## src/sv/snpm_pkg.sv

```systemverilog
package snpm_pkg;

   // default sizes of the ring and of the challenge
   localparam int RING_DEGREE_DEF      = 512;
   localparam int CHALLENGE_WEIGHT_DEF = 19;

   // field widths of the streams
   localparam int OP_W    = 2;
   localparam int SLOT_W  = 5;
   localparam int POS_W   = 9;
   localparam int INDEX_W = 9;
   localparam int COEFF_W = 24;
   localparam int VALUE_W = 29;

   // packed tdata widths, whole bytes
   localparam int REQ_DATA_W = 48;
   localparam int RSP_DATA_W = 40;

   // saturation bounds of the result coefficient
   localparam int VAL_MAX = 268435455;
   localparam int VAL_MIN = -268435456;

   // operation codes carried on req_tuser
   localparam logic [OP_W-1:0] OP_WRITE_POS   = 2'd0;
   localparam logic [OP_W-1:0] OP_WRITE_COEFF = 2'd1;
   localparam logic [OP_W-1:0] OP_COMPUTE     = 2'd2;

   // controller to datapath
   typedef struct packed {
      logic accept;   // input word taken this cycle
      logic start;    // compute word taken: clear accumulator and term counter
      logic issue;    // read the next challenge term
      logic finish;   // load the saturated sum into the output register
   } cmd_type;

   // datapath to controller
   typedef struct packed {
      logic last_term;  // counter sits on the last challenge slot
      logic pipe_busy;  // terms still in flight toward the accumulator
      logic out_busy;   // output register holds a word that is not taken now
   } sts_type;

endpackage

```

## src/sv/snpm_controller.sv

```systemverilog
module snpm_controller (
   input  logic                        clock,
   input  logic                        reset,
   input  logic                        req_tvalid,
   input  logic [snpm_pkg::OP_W-1:0]   req_op,
   input  snpm_pkg::sts_type           sts,
   output logic                        req_tready,
   output snpm_pkg::cmd_type           cmd
);

   typedef enum logic [2:0] {
      ST_IDLE  = 3'b001,
      ST_RUN   = 3'b010,
      ST_DRAIN = 3'b100
   } state_type;

   state_type state_ff;
   state_type state_in;

   // state register
   always_ff @(posedge clock) begin
      if (reset) begin
         state_ff <= ST_IDLE;
      end else begin
         state_ff <= state_in;
      end
   end

   // next state and commands
   always_comb begin
      state_in   = state_ff;
      req_tready = 1'b0;
      cmd        = '0;
      unique case (state_ff)
         ST_IDLE: begin
            req_tready = 1'b1;
            cmd.accept = req_tvalid;
            if (req_tvalid && (req_op == snpm_pkg::OP_COMPUTE)) begin
               cmd.start = 1'b1;
               state_in  = ST_RUN;
            end
         end
         ST_RUN: begin
            cmd.issue = 1'b1;
            if (sts.last_term) begin
               state_in = ST_DRAIN;
            end
         end
         ST_DRAIN: begin
            // wait for the last term and for room in the output register
            if (!sts.pipe_busy && !sts.out_busy) begin
               cmd.finish = 1'b1;
               state_in   = ST_IDLE;
            end
         end
         default: begin
            state_in = ST_IDLE;
         end
      endcase
   end

endmodule

```

## config.mk

```make
export PLATFORM = sky130hd
export DESIGN_NAME = snpm_controller
export DESIGN_NICKNAME = d
export VERILOG_FILES = /design/src/sv/snpm_pkg.sv /design/src/sv/snpm_controller.sv
export SDC_FILE = /design/constraint.sdc
export NUM_CORES = 1
export LEC_CHECK = 0
export ABC_CLOCK_PERIOD_IN_PS = 1950
export BUFFER_PORTS_ARGS = -buffer_cell sky130_fd_sc_hd__buf_2
export CAP_MARGIN = 40
export CELL_PAD_IN_SITES_DETAIL_PLACEMENT = 1
export CELL_PAD_IN_SITES_GLOBAL_PLACEMENT = 1
export CORE_AREA = 3 3 40 42
export CTS_BUF_LIST = sky130_fd_sc_hd__clkbuf_2
export DETAILED_ROUTE_END_ITERATION = 10
export DIE_AREA = 0 0 43 45
export PLACE_DENSITY_LB_ADDON = 0.1
export REMOVE_ABC_BUFFERS = 1
export SLEW_MARGIN = 0
export SYNTH_ARGS = -nofsm -noshare
export SYNTH_HDL_FRONTEND = slang
export SYNTH_SLANG_ARGS = --single-unit
```

## constraint.sdc

```tcl
create_clock -name clock -period 1.95 [get_ports clock]
set_clock_uncertainty 0.05 [all_clocks]
set_input_delay 0.195 -clock clock [delete_from_list [all_inputs] [get_ports clock]]
set_output_delay 0.195 -clock clock [all_outputs]
set_load 0.03 [all_outputs]
```

== After elaboration in Yosys (flattened, before gate mapping) ==
Index checks and enable logic that the tools add are counted.

* Output and inout port bits: 5
* Bits in registers: 3
* Logic and storage cells: 23

* Mux-type cells: 10
* Reductions and logical operators: 5
* Equality and inequality tests: 7

{| class="wikitable"
|+ Operators with widths
! operator !! count
|-
| two-way mux 3 bit || 3
|-
| one-hot mux 3 bit (3 select lines) || 1
|-
| != test 2 bit (second input constant) || 3
|-
| two-way mux 1 bit || 5
|-
| equality test 3 x 1 -> 1 bit (second input constant) || 1
|-
| equality test 3 x 2 -> 1 bit (second input constant) || 1
|-
| equality test 3 bit (second input constant) || 1
|-
| AND reduction 3 bit || 1
|-
| equality test 2 bit (second input constant) || 1
|-
| logical AND 1 bit || 2
|-
| zero test 1 bit || 2
|-
| two-way mux 2 bit || 1
|}

== Logic depth before layout (Yosys ltp) ==
* Word-level depth: 4
* Mapped depth: 3

== Worst setup path after synthesis ==
No wires, ideal clock.

* Path kind: register to output
* From: register state_ff[1]
* To: output cmd[0] (netlist name)
* Arrival: 1.406 ns
* Slack: 0.299 ns
* Buffers on the path: 0
* Cell stages (with the launch flop): 3
* Data required time: 1.705 ns
* Path through: dfxtp_1 nand2b_1 nor4_1

{| class="wikitable"
|+ RTL lines
! element !! line !! RTL
|-
| start: declaration || snpm_controller.sv:17 || <nowiki>state_type state_ff;</nowiki>
|-
| start signal: assignment || snpm_controller.sv:25 || <nowiki>state_ff <= state_in;</nowiki>
|-
| end: declaration || snpm_controller.sv:8 || <nowiki>output snpm_pkg::cmd_type cmd</nowiki>
|}

==> flow_summary.toml <==
[worst_setup_path]
startpoint = "state_ff[1]"
critical_path_class = "flop to output port"
cp-end-kind = "output port"
critical_path.max_fanout = 4
critPathArrivalTime_ns = 1.24
critPathLaunchType = "flop"
r2r_start = "state_ff[1]"
worstPathRequired_ns = 1.70

[floorplan]
core_um2 = 1280
num_rows = 13
die_width_um = 43
dieHeight_um = 45
initial_utilization_pct = 15.9
fp.dieArea_um2 = 1940
ios = 13

[placement]
gp_congestion = 0.633
io_buffer_count = 12
post_dp_cell_area_um2 = 275
place_ws_ns = 0.645

[timing]
rsz0062_at_grt = "no"
relSlewSlack_pct = 84.3
layout_min_cycle_time_ns = 1.49
holdWs_ns = 0.153
tns_ns = 0
finalSetupViolCount = 0
max_freq_mhz = 671
slew_violations = 0
tightest_slew_ns = 0.233
post-route-period-util_pct = 76.4
hold_viol_final = 0
timing.final.ws_setup_ns = 0.460

[clocking]
cts_resized = 0
clk_path_buf_depth = 2
cts_max_level = 1
hold_buffers = 0
post_cts_buffers = 0
cts_tree = "built"
cts_buffers = 3
cts-root-buf = "clkbuf_2"
clk_pin_slew_ns = 0.04
numClockSinks = 3
insertion_delay_ns = 0.20

[global_routing]
overflow = 0
grt_pass1_vias = 223
grt_use_total_pct = 6.16
grt_max_degree = 7
antenna_found_initial = 0
grt_pass1_wl_um = 828

[detailed_routing]
drt_iter0_markers = 1
ant_nets = 0
drt-total-wl_um = 548
wl_per_cell_um = 10.7
via_per_inst = 3.82
drc = 0
dr.pass1.iters = 2
via_count = 195

[yosys]
synth_cell_types = 16
yosys-top-cells-count = "dfxtp_1 (3), nor2_1 (3), inv_1 (2)"
synth_compound_area_share_pct = 17.2
synth_warnings = 0
synth_mux_area_share_pct = 0
dominantRegCellSynth = "dfxtp_1"
yosysTopAreaCell = "dfxtp_1"
syn_area_per_cell_um2 = 9.71
yosysSeqAreaShare_pct = 29.4
synthAdderAreaFrac_pct = 0
synth_xor_area_share_pct = 0
synth_top_area_share_pct = 29.4
synth_top_family_by_area = "simple AND/OR/NAND/NOR gates"
ys_ff_latch = 3
netlist_area_um2 = 204
syn_inst = 21
ys_top_cells_by_area = "dfxtp_1 (29%), nand3b_4 (9.8%), and4bb_4 (8.0%), a2bb2oi_2 (7.4%), nand2b_4 (6.7%)"
async_flop_share_pct = 0
synth_edf_count = 0
synthSimpleGateAreaFrac_pct = 46.0

[cells_and_area]
syn_to_final_growth_pct = 44.8
drive_above_1_share_pct = 58.3
fillers = 168
antenna_cells = 0
largest_register = "state_ff"
final_common_cell = "buf_2"
postLayoutCoreUtil_pct = 23.0
top_regs = "state_ff x3"
final_cell_mix = "buf_2 (12), clkbuf_2 (4), nor2_1 (3), dfxtp_1 (3), inv_1 (2)"
largest_register_ffs = 3
finalNetCount = 45
finalInstanceArea_um2 = 295

[power_and_ir_drop]
leakagePower_nw = 0.148
power_density_nw_per_um2 = 625
vdd_drop_max_mv = 0.0956

[outcome]
status = "finished clean"

[hold_path]
holdCritPathClass = "input port to flop"
min-delay-start = "reset"

[run]
drv_cap = 0
layer usage:
layer | wire, um | global-route usage (%)
met1 | 196 | 5.54
met2 | 302 | 11.1
met3 | 49 | 0.797
met4 | 0 | 7.23
met5 | 0 | 0
final timing paths:
kind / endpoint / slack [ns] / depth (start not counted)
min: state_ff[1] / 0.15 / 2
min reg2reg: state_ff[0] / 0.58 / 2
max: cmd[2] / 0.46 / 4
max reg2reg: state_ff[0] / 0.86 / 3
layout make-up:
| type | instances | area, um^2 | area share [%] |
|---|---|---|---|
| multi-input cells | 15 | 129 | 43.6 |
| flip-flops and latches | 3 | 60.1 | 20.3 |
| repair buffers | 12 | 60.1 | 20.3 |
| clock buffers | 4 | 20.0 | 6.78 |
| well taps | 15 | 18.8 | 6.36 |
| inverters | 2 | 7.51 | 2.54 |
stage by stage:
stage | total power, mW | cells
finish | 0.184 | 51
global route | 0.193 | 51
CTS | 0.190 | 51
detailed placement | 0.0998 | 47
global placement | 0.0989 | 47
floorplan | 0.0852 | 20
where the power goes:
group          total, mW  leakage (nW)  internal, mW  switching (mW)
Combinational     0.0333         0.107        0.0155          0.0178
Sequential        0.0645        0.0244        0.0628         0.00168
Clock             0.0867        0.0166        0.0542          0.0325
Total              0.184         0.148         0.132          0.0520
critical path, cell delays in order, from the launching register on:
cell      delay [ns]
dfxtp_1         0.35
and4bb_4        0.37
nand3b_4        0.09
inv_1           0.05
buf_2           0.18
cell families after synthesis:
group / Yosys count
DFF: 3
buffers and inverters: 3
AOI/OAI and AO/OA: 4
and+or+nand+nor: 11
(Power assumes the default switching activity.)
